### src/rtl/mandelbrot_pixel_colorizer_assert.svh
// assertion macros for the mandelbrot pixel colorizer
`ifndef MANDELBROT_PIXEL_COLORIZER_ASSERT_SVH
`define MANDELBROT_PIXEL_COLORIZER_ASSERT_SVH

// same-cycle implication
`define MPC_ASSERT_IMP(lbl, ck, rst_n, ante, cons) \
	lbl: assert property (@(posedge ck) disable iff (!rst_n) (ante) |-> (cons)) \
		else $error("mpc assertion failed");

// next-cycle implication
`define MPC_ASSERT_NXT(lbl, ck, rst_n, ante, cons) \
	lbl: assert property (@(posedge ck) disable iff (!rst_n) (ante) |=> (cons)) \
		else $error("mpc assertion failed");

`endif

### src/rtl/mpc_pkg.sv
// shared types, constants and functions of the mandelbrot pixel colorizer
`timescale 1ns / 1ps

package mpc_pkg;

	localparam int WIDTH       = 1000;
	localparam int HEIGHT      = 600;
	localparam int FRAC_BITS   = 28;
	// 2*pixel - size for sizes up to 4096
	localparam int D_W         = 14;
	localparam int PROD_W      = D_W + 32;
	localparam int QUEUE_DEPTH = 4;
	localparam int ADDR_W      = 4;

	localparam logic [30:0]        ZOOM_RST     = 31'd1073742;
	localparam logic signed [31:0] OFFSET_X_RST = -32'sd187904819;
	localparam logic signed [31:0] OFFSET_Y_RST = 32'sd0;
	localparam logic [7:0]         MAX_ITER_RST = 8'd127;

	localparam logic [1:0] REG_ZOOM     = 2'd0;
	localparam logic [1:0] REG_OFFSET_X = 2'd1;
	localparam logic [1:0] REG_OFFSET_Y = 2'd2;
	localparam logic [1:0] REG_MAX_ITER = 2'd3;

	// escape bound |z|^2 > 4 in double-width fraction
	localparam logic [63:0] LIMIT = 64'd4 << (2 * FRAC_BITS);

	typedef struct packed {
		logic signed [31:0] cr;
		logic signed [31:0] ci;
	} coord_t;

	typedef struct packed {
		logic [7:0] red;
		logic [7:0] green;
		logic [7:0] blue;
	} rgb_t;

	function automatic logic signed [31:0] sat32(input logic signed [63:0] v);
		logic signed [31:0] r;
		if (v > 64'sd2147483647)
			r = 32'sh7fffffff;
		else if (v < -64'sd2147483648)
			r = 32'sh80000000;
		else
			r = v[31:0];
		return r;
	endfunction

	// four-band palette, black inside the set
	function automatic rgb_t palette(input logic in_set, input logic [7:0] n);
		rgb_t c;
		logic [7:0] d8;
		logic [11:0] t;
		c = '0;
		d8 = '0;
		t = '0;
		if (!in_set) begin
			if (n == 8'd0) begin
				c.red = 8'd255;
			end else if (n inside {[8'd1:8'd15]}) begin
				d8 = 8'd16 - n;
				c.red = {d8[3:0], 4'b0000};
				c.blue = {n[3:0], 4'b0000} - 8'd1;
			end else if (n inside {[8'd16:8'd31]}) begin
				c.green = {n[3:0], 4'b0000};
				d8 = 8'd32 - n;
				t = {d8, 4'b0000} - 12'd1;
				c.blue = t[7:0];
			end else if (n inside {[8'd32:8'd63]}) begin
				c.red = {n[4:0], 3'b000};
				d8 = 8'd64 - n;
				t = {1'b0, d8, 3'b000} - 12'd1;
				c.green = t[7:0];
			end else if (n inside {[8'd64:8'd127]}) begin
				c.red = 8'd255 - {n[5:0], 2'b00};
			end else begin
				c.red = 8'd0;
			end
		end
		return c;
	endfunction

endpackage

### src/rtl/mpc_front.sv
// front end: maps a pixel to the point c and pushes it into the queue
`timescale 1ns / 1ps

module mpc_front (
	input  logic                 clk,
	input  logic                 arst_n,
	input  logic                 start,
	output logic                 busy,
	input  logic [9:0]           pixel_x,
	input  logic [9:0]           pixel_y,
	input  logic [30:0]          zoom,
	input  logic signed [31:0]   offset_x,
	input  logic signed [31:0]   offset_y,
	input  logic                 full,
	output logic                 push,
	output mpc_pkg::coord_t      coord
);

	localparam int D_W    = mpc_pkg::D_W;
	localparam int PROD_W = mpc_pkg::PROD_W;

	logic signed [D_W-1:0]    d2x, d2y;
	logic signed [31:0]       zoom_s;
	logic signed [PROD_W-1:0] prod_x_s1, prod_y_s1;
	logic                     v_s1;
	logic signed [PROD_W:0]   sum_x, sum_y;
	logic                     accept;

	// twice the distance from the image center, keeps half pixels exact
	assign d2x = $signed(D_W'({pixel_x, 1'b0})) - $signed(D_W'(mpc_pkg::WIDTH));
	assign d2y = $signed(D_W'({pixel_y, 1'b0})) - $signed(D_W'(mpc_pkg::HEIGHT));
	assign zoom_s = $signed({1'b0, zoom});

	assign push   = v_s1 && !full;
	assign busy   = v_s1 && full;
	assign accept = start && !busy;

	always_ff @(posedge clk or negedge arst_n) begin
		if (!arst_n) begin
			v_s1 <= 1'b0;
		end else if (accept) begin
			v_s1 <= 1'b1;
		end else if (push) begin
			v_s1 <= 1'b0;
		end
	end

	always_ff @(posedge clk) begin
		if (accept) begin
			prod_x_s1 <= d2x * zoom_s;
			prod_y_s1 <= d2y * zoom_s;
		end
	end

	// halve with floor, add center, saturate
	assign sum_x = (PROD_W+1)'(prod_x_s1 >>> 1) + (PROD_W+1)'(offset_x);
	assign sum_y = (PROD_W+1)'(prod_y_s1 >>> 1) + (PROD_W+1)'(offset_y);

	assign coord.cr = mpc_pkg::sat32(64'(sum_x));
	assign coord.ci = mpc_pkg::sat32(64'(sum_y));

endmodule

### config.mk
export PLATFORM = sky130hd
export DESIGN_NAME = mpc_front
export DESIGN_NICKNAME = d
export VERILOG_FILES = /design/src/rtl/mandelbrot_pixel_colorizer_assert.svh /design/src/rtl/mpc_pkg.sv /design/src/rtl/mpc_front.sv
export SDC_FILE = /design/constraint.sdc
export NUM_CORES = 2
export LEC_CHECK = 0
export BUFFER_PORTS_ARGS = -buffer_cell sky130_fd_sc_hd__buf_2
export CAP_MARGIN = 20
export CORE_ASPECT_RATIO = 0.7
export CORE_UTILIZATION = 59
export CTS_CLUSTER_DIAMETER = 200
export DETAILED_ROUTE_END_ITERATION = 7
export GPL_TIMING_DRIVEN = 0
export PLACE_DENSITY = 0.81
export SYNTH_ARGS = -nofsm -noshare
export SYNTH_HDL_FRONTEND = slang
export SYNTH_SLANG_ARGS = --single-unit
### constraint.sdc
create_clock -name clk -period 4.6 [get_ports clk]
set_input_delay 0.23 -clock clk [delete_from_list [all_inputs] [get_ports clk]]
set_output_delay 0.23 -clock clk [all_outputs]
set_load 0.02 [all_outputs]
### Yosys cells after proc, flatten, opt, wreduce, memory -nomap -nowiden

Index checks and enable logic that the tools add are counted.

* register bits after elaboration: 89
* input bits: 119
* output and inout bits: 66

* add/subtract/negate cells: 4
* $mul: 2
* $lt $le $gt $ge: 4
* muxes and demuxes: 6
* reduce and logical (&&, ||, !) cells: 6

Operators by type and width (count)
* 32-bit two-way mux: 4
* 43-bit by 32-bit adder with 44-bit output: 2
* 44-bit by 32-bit greater-than comparator with 1-bit output, second input constant: 2
* 44-bit by 32-bit less-than comparator with 1-bit output, second input constant: 2
* 12-bit by 32-bit multiplier with 44-bit output: 2
* 11-bit by 10-bit subtractor with 12-bit output, second input constant: 2
* 1-bit logical AND: 3
* 1-bit logical NOT: 2
* 1-bit two-way mux: 2
* 2-bit nonzero test: 1

### Logic depth before layout (Yosys ltp)

* word-level depth: 4
* gate-level depth with buffers: 30
* gate-level depth less buffers: 27

### Worst setup path before layout

No wires, ideal clock.

* kind: input-to-reg
* start: in pixel_y[2]
* end: reg prod_y_s1[41], data pin
* library setup time: 0.262 ns
* arrival time: 6.513 ns
* required time: 4.338 ns
* setup slack: -2.175 ns
* cell stages on the path: 25
* path buffers: 1
* cell sequence: ha_1 -> o21ai_0 -> xor2_1 -> clkbuf_1 -> nand2_1 -> fa_1 -> inv_1 -> fa_1 -> fa_1 -> fa_1 -> inv_1 -> fa_1 -> inv_1 -> ha_1 -> a21o_1 -> a21o_1 -> a21oi_1 -> nand2_1 -> or4b_1 -> a41o_1 -> a211oi_1 -> o211ai_1 -> a21boi_1 -> o21bai_1 -> xor2_1

* cells in the longest elaborated chain, start to end: 2

Ends and longest elaborated chain
* start: declaration: line mpc_front.sv:10 `input logic [9:0] pixel_y,`
* 11-bit by 10-bit subtractor with 12-bit output: line mpc_front.sv:31 `assign d2y = $signed(D_W'({pixel_y, 1'b0})) - $signed(D_W'(mpc_pkg::HEIGHT));`
* 12-bit by 32-bit multiplier with 44-bit output: line mpc_front.sv:51 `prod_y_s1 <= d2y * zoom_s;`
* end signal: assignment: line mpc_front.sv:51
* end: declaration: line mpc_front.sv:24 `logic signed [PROD_W-1:0] prod_x_s1, prod_y_s1;`

Every way passes these cells.
A chain may end at the register's enable or synchronous reset.

### Worst setup path in the final report

* start: in pixel_y[2]
* end: reg prod_y_s1[37], data pin

Same word-level chain as after synthesis.

==> impl_metrics.yaml <==
die:
  initial_utilization: 0.597
  chipWidth_um: 277
  die_y_um: 194
  dieArea_sq_um: 53800
  core_area_sq_um: 52200
  row_count: 70
  io_pins: 185
sta:
  finalClockSkew_ns: 0.00953
  fin_tns_setup_ns: -82.58
  post-route-period-util: 1.42
  slew_headroom: 0.440
  worst_pin_slew_ns: 0.831
  rsz0062_at_grt: "true"
  maxClockFrequency_mhz: 153
  worst_slack_ns: -1.94
  slew_viol_final: 0
  setup_violations: 66
  finalHoldViolations: 0
  min_period_ns: 6.54
routing:
  vias: 26700
  detail_route.first_pass.iterations: 6
  wl_per_cell_um: 19.2
  ant_nets: 0
  routed_wirelength_um: 88100
  routed_via_density: 5.81
  drt-initial-drc-count: 2519
  drc: 0
worst_setup_path:
  worstPathArrival_ns: 6.68
  cp.required_ns: 4.74
  critPathSlowestCell: "fa_1"
  cp-start-kind: "input pin"
  cp-end-kind: "flip-flop"
  crit_path_max_fanout: 10
  crit_type: "in -> reg"
  slowest_delay_ns: 0.57
  crit_path_frequent_cell: "fa_1"
synthesis:
  yosysMostFrequentCell: "inv_1"
  synth.avg_cell_area_sq_um: 8.75
  yosys-top-cells-count: "inv_1 (643), fa_1 (524), nand2_1 (386)"
  synth-edff-count: 86
  synthFlopType: "edfxtp_1"
  netlist_area_sq_um: 31200
  ys.warnings.count: 0
  synth_area_leaders: "fa_1 (34%), ha_1 (15%), edfxtp_1 (8.3%), inv_1 (7.7%), and2_1 (5.6%)"
  async_reset_ff_frac: 0.0115
  syn-num-nets: 4574
  syn-instance-count: 3561
  netlist-cell-type-count: 76
  synth_top_cell_by_area: "fa_1"
  yosysSeqAreaShare: 0.0837
  synth-seq-cells: 87
  synth_top_area_frac: 0.337
finish:
  multi_input_area_sq_um: 27600
  fill_cells: 3716
  area_growth_pct: 19.6
  final_nets: 4904
  register_area_sq_um: 2610
  drive_gt1_frac: 0.196
clock_tree:
  clock_tree.root_cell: "clkbuf_16"
  clk_path_buf_depth: 2
  cts_tree: "built"
  cts.sinks: 87
  path_clk_slew_ns: 0.06
  insertion_delay_ns: 0.40
  cts_buffers: 9
  htree_levels: 3
global_routing:
  grt.overflow.total: 0
  grt_pass1_vias: 26400
  grt_usage: 0.319
  grt_pass1_wl_um: 135000
  grt_max_degree: 37
  antenna_found_initial: 20
outcome:
  violations: "setup timing"
  status: "complete, but fails checks"
place:
  gp_congestion: 0.949
  dp.final_hpwl_um: 67100
  io_buffer_count: 184
run:
  drv_cap: 0
min_path:
  hold_path.class: "in -> reg"
state kept, by name (all words and copies together), names as in the netlist:
signal and flops:
v_s1 1, prod_x_s1 43, prod_y_s1 43
routing by layer:
layer	GRT usage	wire [um]
met4	0.0595	2070
met3	0.116	10600
met2	0.484	39600
met5	0.0301	268
met1	0.437	35600
path summary, 6_finish.rpt:
kind | start | end | slack [ns] | cells after the start
hold reg to reg | v_s1 | v_s1 | 0.69 | 2
setup reg to reg | v_s1 | prod_x_s1[6] | 2.82 | 3
min in group asynchronous | arst_n | v_s1 | 0.15 | 2
setup / recovery | pixel_y[2] | prod_y_s1[37] | -1.94 | 26
max in group asynchronous | arst_n | v_s1 | 4.36 | 2
hold / removal | start | v_s1 | 0.05 | 2
worst max-delay path: cells and delay by family:
family / cells / cell delay (ns)
AND/OR/NAND/NOR: 3 / 0.75
AO/OA/AOI/OAI: 7 / 1.42
adder cells (fa/ha/maj): 7 / 2.99
buffers and inverters: 7 / 0.88
XOR/XNOR: 2 / 0.41
cells in the final DEF (no fill, tap or decap), types with 77 or more instances in the layout:
cell,count
inv_1,617
fa_1,503
nand2_1,370
ha_1,323
and2_1,265
buf_2,154
nor2_1,125
a21oi_1,118
clkbuf_1,102
buf_4,92
edfxtp_1,86
a21o_1,82
xnor2_1,82
buf_6,77
cell families (layout without fill, tap and decap cells):
logic type      Yosys count  in the layout  synth area share
buf+inv                 810           1145            0.0995
mux                       5              5           0.00161
xor+xnor                153            153            0.0430
flops                    87             87            0.0837
fa+ha+maj               894            894             0.485
compound gates          575            575             0.121
simple gates           1037           1037             0.166
other cells               0             17                 0
cell type report:
class / instances / area share
repair buffers: 322 / 0.0652
inverters: 643 / 0.0651
clock buffers: 10 / 0.00614
multi-input cells: 2664 / 0.739
clock inverters: 6 / 0.00188
flip-flops and latches: 87 / 0.0700
diodes: 17 / 0.00114
plain buffers: 164 / 0.0283
well taps: 684 / 0.0230
stage by stage:
stage / worst slack [ns] / std cells / cell area (sq um) / util / hold WS (ns)
finish: -1.94 / 4597 / 37300 / 0.714 / 0.0540
global route: -2.12 / 4584 / 37200 / 0.713 / 0.0472
CTS: -1.86 / 4524 / 35500 / 0.680 / 0.0426
detailed placement: -3.17 / 4431 / 33500 / 0.643 / 0.00699
global placement: -3.08 / 4429 / 33500 / 0.642 / 0.00584
floorplan: -1.64 / 3561 / 31700 / - / -0.0656
what timing repair did:
| action | 4_1_cts | 5_1_grt |
|---|---|---|
| hold buffers | 1 | 0 |
| setup endpoints to repair | 135 | 132 |
| buffers inserted | 82 | 70 |
| pin swaps | 102 | 116 |
| hold endpoints to repair | 1 | 0 |
| resized for setup | 226 | 322 |
| gates cloned | 1 | 3 |
Power is not shown: default switching activity piles up to over one toggle a cycle in this logic, so the estimate is an artifact.
