`src/rtl/mandelbrot_pixel_colorizer_assert.svh`:
```
// assertion macros for the mandelbrot pixel colorizer
`ifndef MANDELBROT_PIXEL_COLORIZER_ASSERT_SVH
`define MANDELBROT_PIXEL_COLORIZER_ASSERT_SVH

// same-cycle implication
`define MPC_ASSERT_IMP(lbl, ck, rst_n, ante, cons) \
	lbl: assert property (@(posedge ck) disable iff (!rst_n) (ante) |-> (cons)) \
		else $error("mpc assertion failed");

// next-cycle implication
`define MPC_ASSERT_NXT(lbl, ck, rst_n, ante, cons) \
	lbl: assert property (@(posedge ck) disable iff (!rst_n) (ante) |=> (cons)) \
		else $error("mpc assertion failed");

`endif

```
`src/rtl/mpc_pkg.sv`:
```
// shared types, constants and functions of the mandelbrot pixel colorizer
`timescale 1ns / 1ps

package mpc_pkg;

	localparam int WIDTH       = 1000;
	localparam int HEIGHT      = 600;
	localparam int FRAC_BITS   = 28;
	// 2*pixel - size for sizes up to 4096
	localparam int D_W         = 14;
	localparam int PROD_W      = D_W + 32;
	localparam int QUEUE_DEPTH = 4;
	localparam int ADDR_W      = 4;

	localparam logic [30:0]        ZOOM_RST     = 31'd1073742;
	localparam logic signed [31:0] OFFSET_X_RST = -32'sd187904819;
	localparam logic signed [31:0] OFFSET_Y_RST = 32'sd0;
	localparam logic [7:0]         MAX_ITER_RST = 8'd127;

	localparam logic [1:0] REG_ZOOM     = 2'd0;
	localparam logic [1:0] REG_OFFSET_X = 2'd1;
	localparam logic [1:0] REG_OFFSET_Y = 2'd2;
	localparam logic [1:0] REG_MAX_ITER = 2'd3;

	// escape bound |z|^2 > 4 in double-width fraction
	localparam logic [63:0] LIMIT = 64'd4 << (2 * FRAC_BITS);

	typedef struct packed {
		logic signed [31:0] cr;
		logic signed [31:0] ci;
	} coord_t;

	typedef struct packed {
		logic [7:0] red;
		logic [7:0] green;
		logic [7:0] blue;
	} rgb_t;

	function automatic logic signed [31:0] sat32(input logic signed [63:0] v);
		logic signed [31:0] r;
		if (v > 64'sd2147483647)
			r = 32'sh7fffffff;
		else if (v < -64'sd2147483648)
			r = 32'sh80000000;
		else
			r = v[31:0];
		return r;
	endfunction

	// four-band palette, black inside the set
	function automatic rgb_t palette(input logic in_set, input logic [7:0] n);
		rgb_t c;
		logic [7:0] d8;
		logic [11:0] t;
		c = '0;
		d8 = '0;
		t = '0;
		if (!in_set) begin
			if (n == 8'd0) begin
				c.red = 8'd255;
			end else if (n inside {[8'd1:8'd15]}) begin
				d8 = 8'd16 - n;
				c.red = {d8[3:0], 4'b0000};
				c.blue = {n[3:0], 4'b0000} - 8'd1;
			end else if (n inside {[8'd16:8'd31]}) begin
				c.green = {n[3:0], 4'b0000};
				d8 = 8'd32 - n;
				t = {d8, 4'b0000} - 12'd1;
				c.blue = t[7:0];
			end else if (n inside {[8'd32:8'd63]}) begin
				c.red = {n[4:0], 3'b000};
				d8 = 8'd64 - n;
				t = {1'b0, d8, 3'b000} - 12'd1;
				c.green = t[7:0];
			end else if (n inside {[8'd64:8'd127]}) begin
				c.red = 8'd255 - {n[5:0], 2'b00};
			end else begin
				c.red = 8'd0;
			end
		end
		return c;
	endfunction

endpackage

```
`src/rtl/mpc_queue.sv`:
```
// small queue of mapped points between front and back end
`timescale 1ns / 1ps

module mpc_queue #(
	parameter int DEPTH = mpc_pkg::QUEUE_DEPTH
) (
	input  logic            clk,
	input  logic            arst_n,
	input  logic            push,
	input  mpc_pkg::coord_t din,
	output logic            full,
	input  logic            pop,
	output mpc_pkg::coord_t dout,
	output logic            empty
);

	localparam int PTR_W = (DEPTH > 1) ? $clog2(DEPTH) : 1;
	localparam int CNT_W = $clog2(DEPTH + 1);

	mpc_pkg::coord_t   mem_q [DEPTH];
	logic [PTR_W-1:0]  wr_ptr_q, rd_ptr_q;
	logic [CNT_W-1:0]  count_q;
	logic              do_push, do_pop;

	assign full    = (count_q == CNT_W'(DEPTH));
	assign empty   = (count_q == '0);
	assign do_push = push && !full;
	assign do_pop  = pop && !empty;
	assign dout    = mem_q[rd_ptr_q];

	always_ff @(posedge clk or negedge arst_n) begin
		if (!arst_n) begin
			wr_ptr_q <= '0;
			rd_ptr_q <= '0;
			count_q  <= '0;
		end else begin
			if (do_push)
				wr_ptr_q <= (wr_ptr_q == PTR_W'(DEPTH - 1)) ? '0 : wr_ptr_q + 1'b1;
			if (do_pop)
				rd_ptr_q <= (rd_ptr_q == PTR_W'(DEPTH - 1)) ? '0 : rd_ptr_q + 1'b1;
			if (do_push && !do_pop)
				count_q <= count_q + 1'b1;
			else if (do_pop && !do_push)
				count_q <= count_q - 1'b1;
		end
	end

	always_ff @(posedge clk) begin
		if (do_push)
			mem_q[wr_ptr_q] <= din;
	end

endmodule

```
`config.mk`:
```
export PLATFORM = sky130hd
export DESIGN_NAME = mpc_queue
export DESIGN_NICKNAME = d
export VERILOG_FILES = /design/src/rtl/mandelbrot_pixel_colorizer_assert.svh /design/src/rtl/mpc_pkg.sv /design/src/rtl/mpc_queue.sv
export SDC_FILE = /design/constraint.sdc
export NUM_CORES = 1
export LEC_CHECK = 0
export BUFFER_PORTS_ARGS = -buffer_cell sky130_fd_sc_hd__buf_4
export CAP_MARGIN = 15
export CORE_MARGIN = 4
export CORE_UTILIZATION = 40
export CTS_CLUSTER_SIZE = 30
export DETAILED_ROUTE_END_ITERATION = 8
export SYNTH_ARGS = -nofsm -noshare
export SYNTH_HDL_FRONTEND = slang
export SYNTH_SLANG_ARGS = --single-unit
```
`constraint.sdc`:
```
create_clock -name clk -period 5.4 [get_ports clk]
set_clock_uncertainty 0.1 [all_clocks]
set_input_delay 0.27 -clock clk [delete_from_list [all_inputs] [get_ports clk]]
set_output_delay 0.27 -clock clk [all_outputs]
set_load 0.1 [all_outputs]
```
### After elaboration in Yosys (flattened, before gate mapping)

Memories as Yosys holds them, arrays and structs flattened.
Cells that the tools add are included.

| storage, ports and cells | value |
|---|---|
| bits in registers | 7 |
| RAM bits | 256 |
| input bits | 68 |
| output and inout bits | 66 |
| logic and storage cells | 27 |
| memories kept | 1 |

| operators by class | value |
|---|---|
| add/subtract/negate cells | 4 |
| equal/unequal tests | 3 |
| multiplexer cells | 6 |
| reduce and logical (&&, ||, !) cells | 10 |

Memory list:

| name | words | bits a word | rd ports | clocked after memory_dff | wr ports | RTL line | RTL |
|---|---|---|---|---|---|---|---|
| mem_q | 4 | 64 | 1 | 0 | 1 | mpc_queue.sv:20 | `mpc_pkg::coord_t mem_q [DEPTH];` |

Operators with widths:

| kind | count |
|---|---|
| 3-bit 2-to-1 mux | 2 |
| 2-bit by 1-bit adder with 2-bit output (second input constant) | 2 |
| 2-bit == test (second input constant) | 2 |
| 1-bit logical AND | 4 |
| 1-bit logical NOT | 4 |
| 2-bit 2-to-1 mux | 2 |
| 3-bit by 1-bit adder with 3-bit output (second input constant) | 1 |
| 3-bit == test (second input constant) | 1 |
| 3-bit logical NOT | 1 |
| 3-bit by 1-bit subtractor with 3-bit output (second input constant) | 1 |
| 1-bit 2-to-1 mux | 2 |
| 2-bit nonzero test | 1 |

### Longest topological paths before layout

| depth | value |
|---|---|
| depth after elaboration | 7 |
| depth in mapped cells | 8 |
| depth with buffers taken out | 8 |

### Least setup slack after synthesis

Ideal clock, no wire load.

| path | value |
|---|---|
| path kind | register to register |
| start | register count_q[0] |
| end | memory mem_q[3][0] (netlist bit), enable pin |
| setup time | 488 ps |
| arrival time | 3463 ps |
| required time | 4812 ps |
| path slack | 1349 ps |
| stages on the path, launching flop included | 3 |
| path buffers | 0 |
| period minus slack after synthesis | 4051 ps |
| cell sequence | dfrtp_1 nor3b_4 nor2_1 |

| between the ends | value |
|---|---|
| cells in the longest elaborated chain, start to end | 5 |

Ends and longest elaborated chain:

| what | RTL line | RTL |
|---|---|---|
| start: declaration | mpc_queue.sv:22 | `logic [CNT_W-1:0] count_q;` |
| start signal: assignment | mpc_queue.sv:42 | `count_q <= count_q + 1'b1;` |
| start signal: assignment | mpc_queue.sv:44 | `count_q <= count_q - 1'b1;` |
| 3-bit == test | mpc_queue.sv:25 | `assign full = (count_q == CNT_W'(DEPTH));` |
| via full | mpc_queue.sv:11 | `output logic full,` |
| 1-bit logical NOT | mpc_queue.sv:27 | `assign do_push = push && !full;` |
| 1-bit logical AND | mpc_queue.sv:27 |  |
| 1-bit 2-to-1 mux | mpc_queue.sv:49 | `if (do_push)` |
| 1-bit 2-to-1 mux (implied by the code) | mpc_queue.sv:50 | `mem_q[wr_ptr_q] <= din;` |
| end: declaration | mpc_queue.sv:20 |  |

The timed path passes the listed nets, and every way through them passes these cells.

==> results.md <==
- The run finished with clean final reports.
- The slew at the pin closest to its max-slew limit is around 1.0 ns.
- In this run the number of H-tree levels came out at 1.
- For this design, the CTS-stage hold fixing added between 60 and 70 buffers.
- The upper clock frequency limit is 0.3032 GHz.
- The number of ports placed on the die boundary is ~130.
- The starting DRC count in detailed routing is about 270.
- The count of final hold-check violations is 0.
- The TritonCTS sink count is 263.
- Setup repair after global routing left no endpoint under its margin.
- TritonCTS built the clock tree.
- Of the cells placed in the final design, the portion with a size suffix greater than 1 is 41.12%.
- In this run the tool buffered the top-level ports with 133 buffer cells.
- The share of the Yosys chip area taken by registers is 81.06%.
- The clock tree root driver cell is sky130_fd_sc_hd__clkbuf_16.
- STA classifies the critical path endpoint as an output port.
- The synthesis warning total is 0.
- The mean post-synth cell area is around 26 um^2.
- For the final routed database, the setup TNS stands at 0 ns.
- The number of global-route vias before repair is roughly 4900.
- The worst min-delay path startpoint is push.
- After legalization and detailed placement, the total HPWL measured 9.945 mm.
- Row generation in the floorplan step produced between 50 and 60 rows.
- Counting along the longest clock path gives a buffer depth of 3.
- Entering global routing, the biggest net connects 67 pins.
- The synthesized cell area is between 0.009 and 0.01 mm^2.
- The count of final setup violators is 0.
- The origin of the critical flop-to-flop path is wr_ptr_q[0].
- The synthesized flop and latch total is 263.
- The maximum fanout along the worst path is 47.
- Data on the critical path is required at its endpoint by just over 5 ns.
- The via count is 4553.
- The number of cells produced by synthesis is approximately 370.
- The clock insertion delay at the later pin of the skew report is about 0.5 ns.
- The detailed-route DRC error count is 0.
- The total area inside the core boundary comes to 0.02368 mm^2.
- In this run the post-CTS setup repair buffer count came out at 0.
- Relative to the synthesized area, the layout overhead comes to 29.71%.
- After the last flow step, the layout net total stands at 663.
- For this configuration, the core starts out at a cell density of 40.96%.
- The worst register-to-register path has a depth of 4.
- Once the clock tree was built, the resizer swapped 0 gates to a different size.
- The synthesized netlist net count is 446.
- The tool flagged a number of max-cap violations equal to 0.
- Headroom to the max-slew limit came out at 31.51%.
- The worst-case register-to-register setup slack is roughly 2.8 ns.
- Counting instances, the worst hold path has a depth of 3.
- In this run the remaining antenna-violating nets after routing total 0.
- The startpoint class of the critical path is a register.
- The final weighted congestion in routability-driven placement is ~0.8.
- Yosys mapped the design onto 22 distinct sky130hd cell types.
- The number of antenna violations at the first check in global routing was 1.
- In this run the worst hold path is classified as in2reg.
- The first-pass GRT wire length is 27.22 mm.
- The first TritonRoute pass finished after 4 iterations.
- After detailed routing, the total wire length is 17.61 mm.
- The multi-input combinational cells in the finished layout cover a total of about 0.0017 mm^2.
- After clock tree synthesis, the clock-pin slew on the worst setup and hold paths is 0.06 ns.
- The die is 163.7 um wide.
- The floorplan die area is roughly 0.027 mm^2.
- The path with the worst hold slack has its endpoint at wr_ptr_q[1].
- Dividing the detail-routed wire length by the instance count gives ~19 um.
- Counting the fill cells in the layout gives 1865.
- In the global route stage, overall resource usage came out at 13.07%.
- The height of the die is 163.7 um.
- The setup path with the least slack is of type reg2out.
- TritonCTS created 27 clock buffers.
- The area taken by flip-flops and latches is around 0.0079 mm^2.
- The arrival time reported for the critical path endpoint is 2.93 ns.
- The final max-slew violation count is 0.
- Dividing the detail-routed via count by the number of cells gives between 4 and 5.
- The fraction of the cycle the final worst path needs is 61.07%.
- The post-route minimum period is ~3.3 ns.
- Summed over all layers, the global routing overflow is 0.
- In this run the critical register-to-register path is captured at mem_q[3][55].
area by class of cell:
cell class	instances	share of cell area (%)
flip-flops and latches	263	62.56
multi-input cells	91	13.79
repair buffers	202	13.39
clock buffers	31	5.490
well taps	319	3.173
clock inverters	18	1.492
inverters	3	0.08951
diodes	1	0.01989
metrics by stage:
step | util, % | hold slack, ns | instance area (um^2) | cells | worst slack, ns
after CTS | 53.11 | 0.1299 | 12580 | 927 | 1.972
after global routing | 53.12 | 0.1349 | 12580 | 928 | 1.841
final | 53.12 | 0.1557 | 12580 | 928 | 2.102
after floorplan | - | -0.1256 | 9699 | 371 | 1.349
after detailed placement | 46.57 | -0.006717 | 11030 | 811 | 2.534
after global placement | 46.57 | -0.01668 | 11030 | 811 | 2.570
registers in the layout, indices dropped and copies added (netlist names):
register / flops
count_q: 3
mem_q: 256
rd_ptr_q: 2
wr_ptr_q: 2
metal layers:
metal	vias to the layer above	global-route usage [%]	part of all wire [%]	wire length [um]
met2	133	21.97	50	8782
met1	2362	17.74	43	7503
met5	-	0	0	0
met3	28	2.585	5.5	974
li1	2030	-	-	-
met4	0	3.317	2.0	353
how the worst max path moves through the flow:
| stage | from | to | slack, ns | depth (start not counted) |
|---|---|---|---|---|
| floorplan | count_q[0] | mem_q[3][0] | 1.35 | 2 |
| global placement | rd_ptr_q[0] | dout[10] | 2.57 | 3 |
| detailed placement | rd_ptr_q[0] | dout[10] | 2.53 | 3 |
| CTS | rd_ptr_q[0] | dout[10] | 1.97 | 3 |
| global route | rd_ptr_q[0] | dout[48] | 1.84 | 3 |
| finish | rd_ptr_q[0] | dout[48] | 2.10 | 3 |
cell usage in the layout, fill, tap and decap left out, types with 4 or more instances in the layout:
cell type and instances:
sky130_fd_sc_hd__edfxtp_1 256, sky130_fd_sc_hd__buf_4 135, sky130_fd_sc_hd__dlygate4sd3_1 67, sky130_fd_sc_hd__mux4_2 64, sky130_fd_sc_hd__clkbuf_16 27, sky130_fd_sc_hd__clkinv_1 7
sky130_fd_sc_hd__ha_1 6, sky130_fd_sc_hd__clkinv_2 5, sky130_fd_sc_hd__dfrtp_1 5, sky130_fd_sc_hd__clkbuf_1 4, sky130_fd_sc_hd__bufinv_16 4
Yosys cell counts (all sizes together):
master  count  area [um^2]
edfxtp    256         7687
mux4       64         1441
buf        13        101.3
dfrtp       7        175.2
ha          6        75.07
mux2        4        52.55
and2        3        18.77
inv         3        11.26
nor2        3        11.26
nor3        2        10.01
xor2        2        17.52
a21o        1        7.510
clkbuf      1        3.750
fa          1        20.02
nand2       1        3.750
nor2b       1        13.76
nor3b       1        18.77
o31ai       1        21.27
xnor2       1        8.760
critical path: stages, from the launching register on:
cell and delay [ns]:
sky130_fd_sc_hd__dfrtp_4 1.05, sky130_fd_sc_hd__buf_4 0.50, sky130_fd_sc_hd__mux4_2 0.57, sky130_fd_sc_hd__buf_4 0.25
cell families (layout without fill, tap and decap cells):
logic type,after synthesis,in the layout,share of synthesized area [%]
xor+xnor,3,3,0.2709
buf+inv,17,254,1.200
other cells,0,1,0
fa+ha+maj,7,7,0.9804
simple gates,11,11,0.7869
compound gates,2,2,0.2967
mux,68,68,15.40
flops,263,263,81.06
Power is left out: the tool's default activity adds up to more than one toggle a clock period on the data nets, which glitch-free logic cannot reach.
